$ cat src/rtl/soms_pkg.sv
package soms_pkg;

	localparam int SEQ_W       = 63;
	localparam int PAY_W       = 32;
	localparam int LANE_FLD_W  = 3;
	localparam int MAX_RESULTS = 9;
	localparam int CNT_W       = $clog2(MAX_RESULTS + 1);

	localparam logic CMD_OFFER  = 1'b0;
	localparam logic CMD_FINISH = 1'b1;

	localparam logic [1:0] KIND_ITEM = 2'd0;
	localparam logic [1:0] KIND_END  = 2'd1;
	localparam logic [1:0] KIND_ERR  = 2'd2;

	typedef struct packed {
		logic                  cmd;
		logic [LANE_FLD_W-1:0] lane;
		logic [SEQ_W-1:0]      seq_num;
		logic [PAY_W-1:0]      payload;
	} req_item_t;

	typedef struct packed {
		logic [1:0]            kind;
		logic [LANE_FLD_W-1:0] src_lane;
		logic [SEQ_W-1:0]      out_seq;
		logic [PAY_W-1:0]      out_payload;
		logic                  last;
	} rsp_item_t;

	typedef enum logic [2:0] {
		ST_IDLE,
		ST_DECIDE,
		ST_CHECK,
		ST_SCAN,
		ST_EMIT
	} state_t;

	typedef struct packed {
		logic capture;
		logic apply;
		logic scan_start;
		logic scan_step;
		logic push_err;
		logic push_end;
		logic push_item;
	} ctrl_cmd_t;

	typedef struct packed {
		logic err;
		logic blocked;
		logic any_valid;
		logic ended;
		logic n_full;
		logic scan_done;
		logic out_free;
	} dp_sts_t;

endpackage

$ cat src/rtl/soms_ctrl.sv
module soms_ctrl (
	input  logic                clk,
	input  logic                arst_n,
	input  logic                req_valid,
	output logic                req_ready,
	input  soms_pkg::dp_sts_t   sts,
	output soms_pkg::ctrl_cmd_t cmd
);
	import soms_pkg::*;

	state_t state_q;
	state_t state_nxt;

	always_ff @(posedge clk or negedge arst_n) begin
		if (!arst_n) begin
			state_q <= ST_IDLE;
		end else begin
			state_q <= state_nxt;
		end
	end

	always_comb begin
		state_nxt = state_q;
		case (state_q)
			ST_IDLE: begin
				if (req_valid) state_nxt = ST_DECIDE;
			end
			ST_DECIDE: begin
				if (!sts.err) state_nxt = ST_CHECK;
				else if (sts.out_free) state_nxt = ST_IDLE;
			end
			ST_CHECK: begin
				if (sts.n_full || sts.blocked) state_nxt = ST_IDLE;
				else if (sts.any_valid) state_nxt = ST_SCAN;
				else if (sts.ended || sts.out_free) state_nxt = ST_IDLE;
			end
			ST_SCAN: begin
				if (sts.scan_done) state_nxt = ST_EMIT;
			end
			ST_EMIT: begin
				if (sts.out_free) state_nxt = ST_CHECK;
			end
			default: state_nxt = ST_IDLE;
		endcase
	end

	always_comb begin
		cmd       = '0;
		req_ready = 1'b0;
		case (state_q)
			ST_IDLE: begin
				req_ready   = 1'b1;
				cmd.capture = req_valid;
			end
			ST_DECIDE: begin
				if (sts.err) cmd.push_err = sts.out_free;
				else cmd.apply = 1'b1;
			end
			ST_CHECK: begin
				if (!(sts.n_full || sts.blocked)) begin
					if (sts.any_valid) cmd.scan_start = 1'b1;
					else if (!sts.ended) cmd.push_end = sts.out_free;
				end
			end
			ST_SCAN: begin
				cmd.scan_step = 1'b1;
			end
			ST_EMIT: begin
				cmd.push_item = sts.out_free;
			end
			default: begin
				cmd = '0;
			end
		endcase
	end

endmodule

$ cat src/rtl/soms_dpath.sv
module soms_dpath #(
	parameter int NUM_LANES    = 8,
	parameter int PAYLOAD_BITS = 32
) (
	input  logic                clk,
	input  logic                arst_n,
	input  soms_pkg::req_item_t req,
	input  soms_pkg::ctrl_cmd_t cmd,
	output soms_pkg::dp_sts_t   sts,
	input  logic                rsp_ready,
	output logic                rsp_valid,
	output soms_pkg::rsp_item_t rsp
);
	import soms_pkg::*;

	localparam int LANE_W     = $clog2(NUM_LANES);
	localparam int SLOT_PAY_W = (PAYLOAD_BITS < PAY_W) ? PAYLOAD_BITS : PAY_W;

	// lane state lives in flops, the slot contents in a small memory
	logic [NUM_LANES-1:0]  valid_q;
	logic [NUM_LANES-1:0]  done_q;
	logic                  ended_q;
	logic [CNT_W-1:0]      n_q;
	logic [SEQ_W-1:0]      seq_mem [NUM_LANES];
	logic [SLOT_PAY_W-1:0] pay_mem [NUM_LANES];

	req_item_t             in_q;

	logic [LANE_W-1:0]     scan_idx_q;
	logic                  issued_all_q;
	logic                  rd_pend_s1;
	logic                  rd_vld_s1;
	logic                  rd_last_s1;
	logic [LANE_W-1:0]     rd_idx_s1;
	logic [SEQ_W-1:0]      rd_seq_s1;
	logic [SLOT_PAY_W-1:0] rd_pay_s1;

	logic                  best_any_q;
	logic [LANE_W-1:0]     best_idx_q;
	logic [SEQ_W-1:0]      best_seq_q;
	logic [SLOT_PAY_W-1:0] best_pay_q;

	logic                  out_valid_q;
	rsp_item_t             out_q;

	logic                  lane_ok;
	logic [LANE_W-1:0]     lidx;
	logic                  out_free;
	logic                  issue;
	logic                  take;
	logic [NUM_LANES-1:0]  best_oh;
	logic [NUM_LANES-1:0]  valid_after;
	logic                  more;

	assign lane_ok  = 32'(in_q.lane) < NUM_LANES;
	assign lidx     = LANE_W'(in_q.lane);
	assign out_free = !out_valid_q || rsp_ready;
	assign issue    = cmd.scan_step && !issued_all_q;
	assign take     = rd_pend_s1 && rd_vld_s1 && (!best_any_q || rd_seq_s1 < best_seq_q);

	assign best_oh     = {{(NUM_LANES-1){1'b0}}, 1'b1} << best_idx_q;
	assign valid_after = valid_q & ~best_oh;
	// another result follows this one within the same event
	assign more = (n_q < CNT_W'(MAX_RESULTS - 1)) && !(|(~valid_after & ~done_q))
		&& ((|valid_after) || !ended_q);

	always_comb begin
		sts.err       = !lane_ok || (in_q.cmd == CMD_OFFER && (valid_q[lidx] || done_q[lidx]));
		sts.blocked   = |(~valid_q & ~done_q);
		sts.any_valid = |valid_q;
		sts.ended     = ended_q;
		sts.n_full    = n_q == CNT_W'(MAX_RESULTS);
		sts.scan_done = rd_pend_s1 && rd_last_s1;
		sts.out_free  = out_free;
	end

	always_ff @(posedge clk or negedge arst_n) begin
		if (!arst_n) begin
			valid_q      <= '0;
			done_q       <= '0;
			ended_q      <= 1'b0;
			n_q          <= '0;
			issued_all_q <= 1'b0;
			rd_pend_s1   <= 1'b0;
			best_any_q   <= 1'b0;
			out_valid_q  <= 1'b0;
		end else begin
			if (cmd.apply) begin
				n_q <= '0;
				if (in_q.cmd == CMD_OFFER) valid_q[lidx] <= 1'b1;
				else done_q[lidx] <= 1'b1;
			end
			if (cmd.push_item) begin
				valid_q <= valid_after;
				n_q     <= n_q + CNT_W'(1);
			end
			if (cmd.push_end) ended_q <= 1'b1;

			if (cmd.scan_start) begin
				issued_all_q <= 1'b0;
				rd_pend_s1   <= 1'b0;
				best_any_q   <= 1'b0;
			end else begin
				rd_pend_s1 <= issue;
				if (issue && scan_idx_q == LANE_W'(NUM_LANES - 1)) issued_all_q <= 1'b1;
				if (take) best_any_q <= 1'b1;
			end

			if (cmd.push_err || cmd.push_end || cmd.push_item) out_valid_q <= 1'b1;
			else if (rsp_ready) out_valid_q <= 1'b0;
		end
	end

	always_ff @(posedge clk) begin
		if (cmd.capture) in_q <= req;
		if (cmd.apply && in_q.cmd == CMD_OFFER) begin
			seq_mem[lidx] <= in_q.seq_num;
			pay_mem[lidx] <= SLOT_PAY_W'(in_q.payload);
		end
		if (issue) begin
			rd_seq_s1 <= seq_mem[scan_idx_q];
			rd_pay_s1 <= pay_mem[scan_idx_q];
		end
	end

	always_ff @(posedge clk) begin
		if (cmd.scan_start) begin
			scan_idx_q <= '0;
		end else if (issue) begin
			scan_idx_q <= scan_idx_q + LANE_W'(1);
			rd_idx_s1  <= scan_idx_q;
			rd_vld_s1  <= valid_q[scan_idx_q];
			rd_last_s1 <= scan_idx_q == LANE_W'(NUM_LANES - 1);
		end
		if (take) begin
			best_idx_q <= rd_idx_s1;
			best_seq_q <= rd_seq_s1;
			best_pay_q <= rd_pay_s1;
		end
	end

	always_ff @(posedge clk) begin
		if (cmd.push_err) begin
			out_q.kind        <= KIND_ERR;
			out_q.src_lane    <= in_q.lane;
			out_q.out_seq     <= '0;
			out_q.out_payload <= '0;
			out_q.last        <= 1'b1;
		end else if (cmd.push_end) begin
			out_q.kind        <= KIND_END;
			out_q.src_lane    <= '0;
			out_q.out_seq     <= '0;
			out_q.out_payload <= '0;
			out_q.last        <= 1'b1;
		end else if (cmd.push_item) begin
			out_q.kind        <= KIND_ITEM;
			out_q.src_lane    <= LANE_FLD_W'(best_idx_q);
			out_q.out_seq     <= best_seq_q;
			out_q.out_payload <= PAY_W'(best_pay_q);
			out_q.last        <= !more;
		end
	end

	assign rsp_valid = out_valid_q;
	assign rsp       = out_q;

endmodule

$ cat src/rtl/sequence_ordered_stream_merge.sv
// Sequence-ordered merge of up to NUM_LANES lanes into one stream.
// req channel: one event per item, either an offer (lane, seq_num, payload)
// or a finish for a lane. rsp channel: merged items in ascending sequence
// order (lowest lane on ties), one end-of-stream item once every lane is
// finished and empty, or a protocol error for a bad offer or lane.
// The last flag marks the final result caused by one event; an event may
// also cause no result at all.
// Timing: the error check is made in the cycle after acceptance, and an
// error result is pushed once the output register is free; otherwise the
// event is applied then and the end marker, if due, is pushed from the
// check state that follows. Each merged result comes from a serial scan
// of the slot memory, one lane per cycle through one sequence comparator,
// and is pushed once the output register is free.
// req_ready is high only while no event is in progress, so events are
// handled one at a time. Results sit in an output register; while the
// receiver stalls the register holds and the drain waits, and the next
// event is taken once the final result is pushed.
// Reset clears all lane flags at once; no clearing pass is needed.
module sequence_ordered_stream_merge #(
	parameter int NUM_LANES    = 8,
	parameter int PAYLOAD_BITS = 32
) (
	input  logic                clk,
	input  logic                arst_n,
	input  logic                req_valid,
	output logic                req_ready,
	input  soms_pkg::req_item_t req,
	output logic                rsp_valid,
	input  logic                rsp_ready,
	output soms_pkg::rsp_item_t rsp
);
	import soms_pkg::*;

	ctrl_cmd_t cmd;
	dp_sts_t   sts;

	soms_ctrl u_ctrl (
		.clk       (clk),
		.arst_n    (arst_n),
		.req_valid (req_valid),
		.req_ready (req_ready),
		.sts       (sts),
		.cmd       (cmd)
	);

	soms_dpath #(
		.NUM_LANES    (NUM_LANES),
		.PAYLOAD_BITS (PAYLOAD_BITS)
	) u_dpath (
		.clk       (clk),
		.arst_n    (arst_n),
		.req       (req),
		.cmd       (cmd),
		.sts       (sts),
		.rsp_ready (rsp_ready),
		.rsp_valid (rsp_valid),
		.rsp       (rsp)
	);

	a_push_onehot: assert property (@(posedge clk) disable iff (!arst_n)
		$onehot0({cmd.push_err, cmd.push_end, cmd.push_item}))
		else $error("more than one result pushed in a cycle");

	a_push_free: assert property (@(posedge clk) disable iff (!arst_n)
		(cmd.push_err || cmd.push_end || cmd.push_item) |-> sts.out_free)
		else $error("result pushed over a waiting item");

	a_no_accept_mid_scan: assert property (@(posedge clk) disable iff (!arst_n)
		cmd.scan_step |-> !req_ready)
		else $error("event accepted during a drain");

	a_end_sticks: assert property (@(posedge clk) disable iff (!arst_n)
		cmd.push_end |=> sts.ended && !cmd.push_end)
		else $error("end marker not recorded");

endmodule

$ cat config.mk
export PLATFORM = sky130hd
export DESIGN_NAME = sequence_ordered_stream_merge
export DESIGN_NICKNAME = d
export VERILOG_FILES = /design/src/rtl/soms_pkg.sv /design/src/rtl/soms_ctrl.sv /design/src/rtl/soms_dpath.sv /design/src/rtl/sequence_ordered_stream_merge.sv
export SDC_FILE = /design/constraint.sdc
export NUM_CORES = 1
export LEC_CHECK = 0
export BUFFER_PORTS_ARGS = -buffer_cell sky130_fd_sc_hd__buf_2
export CAP_MARGIN = 20
export CELL_PAD_IN_SITES_DETAIL_PLACEMENT = 1
export CELL_PAD_IN_SITES_GLOBAL_PLACEMENT = 2
export CORE_ASPECT_RATIO = 1.1
export CORE_UTILIZATION = 52
export CTS_CLUSTER_SIZE = 10
export DETAILED_ROUTE_END_ITERATION = 12
export PLACE_DENSITY = 0.93
export SLEW_MARGIN = 5
export SYNTH_ARGS = -nofsm -noshare
export SYNTH_HDL_FRONTEND = slang
export SYNTH_SLANG_ARGS = --single-unit
$ cat constraint.sdc
create_clock -name clk -period 28.9 [get_ports clk]
set_input_delay 1.445 -clock clk [delete_from_list [all_inputs] [get_ports clk]]
set_output_delay 1.445 -clock clk [all_outputs]
set_load 0.03 [all_outputs]
==> impl_metrics.env, run 1 <==
export IMPL_postLayoutCellArea_um2=50200
export IMPL_synth_ff_type="edfxtp_1"
export IMPL_hold_violations=0
export IMPL_cts_buffers=137
export IMPL_clk_pin_slew_ns=0.06
export IMPL_area_delta_synth_final_pct=14.6
export IMPL_synth_distinct_cells=58
export IMPL_critical_path_required_ns=29.24
export IMPL_fin_crit_sh_pct=15.0
export IMPL_dp_hpwl_um=58200
export IMPL_layout_drive_gt1_share_pct=28.8
export IMPL_gr_usage_met3_pct=4.82
export IMPL_ctsHoldBuffers=0
export IMPL_grt_busiest_layer="met2"
export IMPL_grtUsageMet1_pct=34.5
export IMPL_pre_cts_ws_ns=24.92
export IMPL_nets=2508
export IMPL_cp_data_arrival_time_ns=4.69
export IMPL_io_buffers=205
export IMPL_multi_input_area_um2=8690
export IMPL_syn_avg_cell_area_um2=21.4
export IMPL_track_usage_pct=26.9
export IMPL_start_kind="flop"
export IMPL_cts_tree="built"
export IMPL_totalPowerFinal_mw=4.77
export IMPL_die_y_um=306
export IMPL_num_fill_cells=6941
export IMPL_die_area_um2=85400
export IMPL_crit_buf_inv=1
export IMPL_cts_setup_buffers=0
export IMPL_wire_per_inst_um=32.0
export IMPL_rows=111
export IMPL_finalWirelength_um=113000
export IMPL_stdcell_count=3513
export IMPL_die_width_um=279
export IMPL_insertion_delay_ns=0.74
export IMPL_layout_setup_ws_ns=24.55
export IMPL_initial_core_util_pct=52.5
export IMPL_yosys_area_top_type="edfxtp_1"
export IMPL_antenna_found_initial=2
export IMPL_crit_family="simple AND/OR/NAND/NOR gates"
export IMPL_grt_pass1_vias=24000
export IMPL_fin_skew_ns=0.0366
export IMPL_tns_ns=0
export IMPL_place_gp_congestion=0.861
export IMPL_syn_num_nets=2217
export IMPL_grt_pass1_wl_um=165000
export IMPL_critical_path_class="reg -> reg"
export IMPL_drv_slew=0
export IMPL_peakVddDrop_mv=0.0748
export IMPL_clock_sinks=1189
export IMPL_syn_inst=2048
export IMPL_place_area_um2=46100
export IMPL_hp_class="reg -> reg"
export IMPL_dp_cells=3273
export IMPL_relSlewSlack_pct=14.8
export IMPL_cts_resized=0
export IMPL_min_period_ns=4.35
export IMPL_met2_usage_pct=45.8
export IMPL_endpoint_kind="flop"
export IMPL_num_vias=22200
export IMPL_slowest_delay_ns=1.09
export IMPL_synth_top_area_share_pct=72.7
export IMPL_synthArstFlopShare_pct=2.35
export IMPL_vias_per_cell=6.31
export IMPL_htreeDepth=4
export IMPL_max_cap_viol_count=0
export IMPL_worst_pin_slew_ns=1.27
export IMPL_synth_edf_count=1060
export IMPL_ant_nets=0
export IMPL_fmax_mhz=230
export IMPL_yosysWarnings=0
export IMPL_powerDensity_nw_per_um2=95.1
export IMPL_dr_pass1_iters=6
export IMPL_cp_max_fo=56
export IMPL_ys_seq_elements=1189
export IMPL_grt_max_degree=114
export IMPL_drtIter0Drc=2454
export IMPL_synthTopCellsByArea="edfxtp_1, mux4_2, dfxtp_1"
export IMPL_clk_path_buf_depth=3
export IMPL_path_cells="ha_1, and4_1, nand3_1, nor4_1, nand2_1, a31oi_1, nor3_2, buf_4"
export IMPL_seq_area_um2=34600
export IMPL_synthesis_area_um2=43800
export IMPL_status="complete, no violations"
export IMPL_seq_area_frac_synth_pct=78.9
export IMPL_coreArea_um2=83300
export IMPL_critPathSlowestCell="nor4_1"
export IMPL_root_buffer="clkbuf_16"
export IMPL_drc=0
export IMPL_setup_violations=0
export IMPL_leakagePower_nw=17.1
export IMPL_io_pins=206
export IMPL_gr_total_overflow=0
export IMPL_rsz0062_at_grt="false"
==> stage by stage <==
stage	hold WS [ns]	util (%)
floorplan	0.400	-
global placement	0.401	55.3
detailed placement	0.406	55.4
CTS	0.417	60.2
global route	0.425	60.2
finish	0.419	60.2
==> report_power, final <==
group / internal (mW) / switching, mW / leakage (nW)
clock network: 0.917 / 0.673 / 1.91
registers: 2.11 / 0.181 / 10.7
logic: 0.421 / 0.470 / 4.42
==> cells in the final DEF (no fill, tap or decap), types with 3 or more instances in the layout <==
cell type  instances
a211oi_1           3
a21o_1            10
a21oi_1           34
a22o_1            97
and4_1             5
buf_2            205
buf_4             28
clkbuf_1          87
clkbuf_16        143
dfrtp_1           28
dfxtp_1           98
dfxtp_4            3
edfxtp_1        1060
ha_1              66
inv_1             70
inv_6              4
mux2_2            99
mux2i_1            3
mux4_2           194
nand2_1           33
nand2b_1           9
nand3_1           15
nand3b_1           4
nand4_1           10
nor2_1            24
nor2_4             5
nor2b_1            3
nor3_1             9
nor3_2             5
nor4_1             6
o2111ai_1          3
o21ai_0           20
o21bai_1           3
o31ai_1            4
o32a_1             4
or3_1              4
or3b_2             3
==> synth_stat cells (28+ instances only) <==
library cell	number
mux2_2	99
clkbuf_1	58
edfxtp_1	1060
nand2_1	33
dfrtp_1	28
inv_1	70
a22o_1	97
ha_1	66
a21oi_1	34
mux4_2	194
nor2_1	29
dfxtp_1	101
==> flip-flops by register name (all words and copies together) (netlist names), 3 cells and up <==
register,flops
u_dpath.seq_mem,504
u_dpath.pay_mem,256
u_dpath.rsp,101
u_dpath.in_q,96
u_dpath.best_seq_q,63
u_dpath.rd_seq_s1,63
u_dpath.best_pay_q,32
u_dpath.rd_pay_s1,32
u_dpath.done_q,8
u_dpath.valid_q,8
u_dpath.n_q,4
u_ctrl.state_q,3
u_dpath.best_idx_q,3
u_dpath.lidx,3
u_dpath.rd_idx_s1,3
u_dpath.scan_idx_q,3
==> worst reg2reg max path, cell delays in order, from the launching register on <==
cell,delay [ns]
edfxtp_1,0.50
ha_1,0.34
and4_1,0.29
nand3_1,0.19
nor4_1,1.09
nand2_1,0.26
a31oi_1,0.62
nor3_2,0.15
buf_4,0.48
==> final timing paths <==
check	from	cells past startpoint	to	slack, ns
worst max-delay path	u_dpath.rd_seq_s1[44]$_DFFE_PP_	8	u_dpath.best_pay_q[4]$_DFFE_PP_	24.55
worst min-delay path	u_dpath.rd_pay_s1[12]$_DFFE_PP_	0	u_dpath.best_pay_q[12]$_DFFE_PP_	0.42
worst max register to register	u_dpath.rd_seq_s1[44]$_DFFE_PP_	8	u_dpath.best_pay_q[4]$_DFFE_PP_	24.55
worst min register to register	u_dpath.rd_pay_s1[12]$_DFFE_PP_	0	u_dpath.best_pay_q[12]$_DFFE_PP_	0.42
max in group asynchronous	arst_n	1	u_dpath.ended_q$_DFFE_PN0P_	27.68
min in group asynchronous	arst_n	1	u_dpath.valid_q[2]$_DFFE_PN0P_	0.76
==> cell families (layout without fill, tap and decap cells) <==
kind of cell | Yosys count | in the layout | synth area share (%)
AND/OR/NAND/NOR | 145 | 145 | 1.72
flip-flops | 1189 | 1189 | 78.9
adder cells (fa/ha/maj) | 66 | 66 | 1.89
multiplexers | 296 | 296 | 12.6
buffers and inverters | 153 | 544 | 1.40
other | 0 | 1 | 0
XOR/XNOR | 2 | 2 | 0.0400
AO/OA/AOI/OAI | 197 | 197 | 3.43
==> per-layer routing <==
layer  up-vias  wire length (µm)
met3       242              7450
met4         0              3900
met5         -                 0
li1       8973                 -
met2      1247             58000
met1     11700             43200
==> layout make-up <==
class | count | area share [%]
well taps | 1073 | 2.68
flip-flops and latches | 1189 | 68.9
clock inverters | 9 | 0.197
multi-input cells | 706 | 17.3
diodes | 1 | 0.00499
clock buffers | 230 | 7.79
repair buffers | 235 | 2.56
inverters | 70 | 0.524
Note: power is estimated with default switching activity, not from simulation.
==> run 2: changes to the inputs <==
Settings changed: ABC_AREA set to 1, CORE_UTILIZATION 52 to 43, PLACE_DENSITY 0.93 to 0.88.
Clock period 28.9 ns to 4.5 ns, I/O delays scaled along.
==> run 2 against run 1 <==
  * Register-to-register slack lost 23 ns
  * First-iteration DRC count down 18%
  * Final cell count grew 49%
  * Core utilization fell by 9.3 points
  * Die area rose by 25%
  * Sequential share of layout area fell by 3.7 points
  * Total power increased to 7.2 times the previous value
  * Combinational power rose to 10 times the previous value
  * Clock-buffer cell count down 9
  * Critical path type unchanged
  * Flip-flop and latch count stayed put
==> impl_metrics.env, run 2 <==
export IMPL_status="complete, no violations"
export IMPL_place_area_um2=47900
export IMPL_critical_path_class="reg -> reg"
export IMPL_clk_pin_slew_ns=0.05
export IMPL_leakagePower_nw=18.6
export IMPL_synthesis_area_um2=45200
export IMPL_io_buffers=205
export IMPL_drv_slew=0
export IMPL_crit_family="simple AND/OR/NAND/NOR gates"
export IMPL_regMostFlops="u_dpath.seq_mem"
export IMPL_syn_avg_cell_area_um2=13.1
export IMPL_fin_skew_ns=0.0329
export IMPL_synthArstFlopShare_pct=2.35
export IMPL_grt_max_degree=133
export IMPL_crit_buf_inv=2
export IMPL_largest_reg_flops=504
export IMPL_postLayoutCellArea_um2=53000
export IMPL_synth_top_area_share_pct=70.4
export IMPL_dp_cells=4909
export IMPL_endpoint_kind="flop"
export IMPL_num_vias=28400
export IMPL_cp_max_fo=43
export IMPL_totalPowerFinal_mw=34.1
export IMPL_yosysMostFrequentCell="edfxtp_1"
export IMPL_wire_per_inst_um=22.9
export IMPL_fmax_mhz=333
export IMPL_initial_core_util_pct=43.4
export IMPL_synthTopCellsByCount="edfxtp_1, nor2_1, o21ai_0, nand2_1, inv_1"
export IMPL_htreeDepth=4
export IMPL_seq_area_frac_synth_pct=76.4
export IMPL_slowest_delay_ns=0.67
export IMPL_peakVddDrop_mv=0.440
export IMPL_start_kind="flop"
export IMPL_clock_sinks=1189
export IMPL_grt_pass1_wl_um=181000
export IMPL_dp_hpwl_um=66300
export IMPL_finalWirelength_um=120000
export IMPL_synth_distinct_cells=38
export IMPL_die_y_um=342
export IMPL_fin_crit_sh_pct=66.8
export IMPL_vias_per_cell=5.41
export IMPL_syn_num_nets=3628
export IMPL_synthTopCellsByArea="edfxtp_1, nor2_1, o21ai_0"
export IMPL_dr_pass1_iters=5
export IMPL_hold_violations=0
export IMPL_critical_path_required_ns=4.85
export IMPL_critPathSlowestCell="buf_4"
export IMPL_cp_data_arrival_time_ns=3.36
export IMPL_rsz0062_at_grt="false"
export IMPL_ys_seq_elements=1189
export IMPL_die_width_um=311
export IMPL_min_period_ns=3.01
export IMPL_layout_drive_gt1_share_pct=12.0
export IMPL_path_cells="inv_2, nand2_1, nand3_1, nand2_1, nor2_1, nand2_2, nand2_2, nand3_4, nor2_4, buf_4"
export IMPL_yosys_area_top_type="edfxtp_1"
export IMPL_antenna_found_initial=2
export IMPL_cts_buffers=138
export IMPL_cts_tree="built"
export IMPL_coreArea_um2=104000
export IMPL_relSlewSlack_pct=32.6
export IMPL_syn_inst=3459
export IMPL_powerDensity_nw_per_um2=644
export IMPL_synth_edf_count=1060
export IMPL_hp_class="in -> async"
export IMPL_nets=3936
export IMPL_antennaDiodeCount=0
export IMPL_final_common_cell="edfxtp_1"
export IMPL_drtIter0Drc=2012
export IMPL_drc=0
export IMPL_place_gp_congestion=0.828
export IMPL_die_area_um2=106000
export IMPL_root_buffer="clkbuf_16"
export IMPL_pre_cts_ws_ns=1.49
export IMPL_final_cell_mix="edfxtp_1, nor2_1, o21ai_0"
export IMPL_stdcell_count=5248
export IMPL_synth_ff_type="edfxtp_1"
export IMPL_io_pins=206
export IMPL_ant_nets=0
export IMPL_clk_path_buf_depth=3
export IMPL_area_delta_synth_final_pct=17.2
export IMPL_yosysWarnings=0
export IMPL_grt_pass1_vias=30400
export IMPL_insertion_delay_ns=0.73
export IMPL_layout_setup_ws_ns=1.49
export IMPL_max_cap_viol_count=0
export IMPL_rows=124
export IMPL_track_usage_pct=22.4
export IMPL_gr_total_overflow=0
export IMPL_setup_violations=0
export IMPL_worst_pin_slew_ns=1.01
run 2: cell count changes in the layout (fill, tap and decap cells not counted), moves of 98 or more:
cell,before,now
nor2_1,24,709
nand2_1,33,362
dlygate4sd3_1,0,103
mux4_2,194,0
o22ai_1,2,100
o21ai_0,20,418
mux2_2,99,0
run 2: worst paths after layout:
kind / end / start / cells past startpoint / slack, ns
min: u_dpath.rsp_valid$_DFFE_PN0P_ / arst_n / 2 / 0.1
min reg2reg: u_dpath.best_pay_q[0]$_DFFE_PP_ / u_dpath.rd_pay_s1[0]$_DFFE_PP_ / 0 / 0.42
max reg2reg: u_dpath.pay_mem[1][11]$_DFFE_PP_ / u_dpath.lidx[0]$_DFFE_PP_ / 10 / 1.49
max in group asynchronous: u_dpath.issued_all_q$_DFFE_PN0P_ / arst_n / 2 / 3.91
max: u_dpath.pay_mem[1][11]$_DFFE_PP_ / u_dpath.lidx[0]$_DFFE_PP_ / 10 / 1.49
min in group clk: u_dpath.in_q[43]$_DFFE_PP_ / req[43] / 2 / 0.20
run 2: cells by family after synthesis:
family | Yosys count | share of synthesized area, %
adder cells (fa/ha/maj) | 66 | 1.83
AO/OA/AOI/OAI | 752 | 9.19
XOR/XNOR | 2 | 0.0387
flip-flops | 1189 | 76.4
buffers and inverters | 320 | 2.89
AND/OR/NAND/NOR | 1130 | 9.66
run 2: routing by layer:
layer  vias up  GRT usage (%)  part of all wire (%)
met5         -              0                     0
met4         0           6.93                   2.2
met3       177           3.37                   4.7
met2       766           39.1                    50
met1     14400           28.9                    43
li1      13000              -                     -
run 2: power by group:
group	leakage, nW	switching (mW)	internal, mW
Combinational	5.88	6.39	2.54
Clock	1.94	4.29	5.88
Sequential	10.8	1.05	14.0
Total	18.6	11.7	22.4
run 2: through the flow:
step	util [%]	TNS (ns)	hold slack [ns]
after detailed placement	46.0	0	0.331
after global routing	50.9	0	0.156
after global placement	46.0	0	0.322
after CTS	50.9	0	0.0743
after floorplan	-	-1134.62	-0.0706
final	50.9	0	0.0992
run 2: cell type report:
class                           count  area [µm²]
Clock buffer                      221        3860
Clock inverter                     14         200
Fill cell                       10500       51100
Inverter                          135         529
Multi-Input combinational cell   1950        9460
Sequential cell                  1189       34600
Tap cell                         1386        1730
Timing Repair Buffer              353        2670
run 2: what timing repair did:
action	in CTS	in global routing
endpoints found under the hold margin	131	0
hold buffers	103	0
gates resized for setup	0	0
setup buffers	0	0
run 2: worst register-to-register path, cell delays in order, from the launching register on:
cell	delay, ns
edfxtp_1	0.57
inv_2	0.26
nand2_1	0.07
nand3_1	0.10
nand2_1	0.05
nor2_1	0.14
nand2_2	0.11
nand2_2	0.10
nand3_4	0.26
nor2_4	0.24
buf_4	0.67
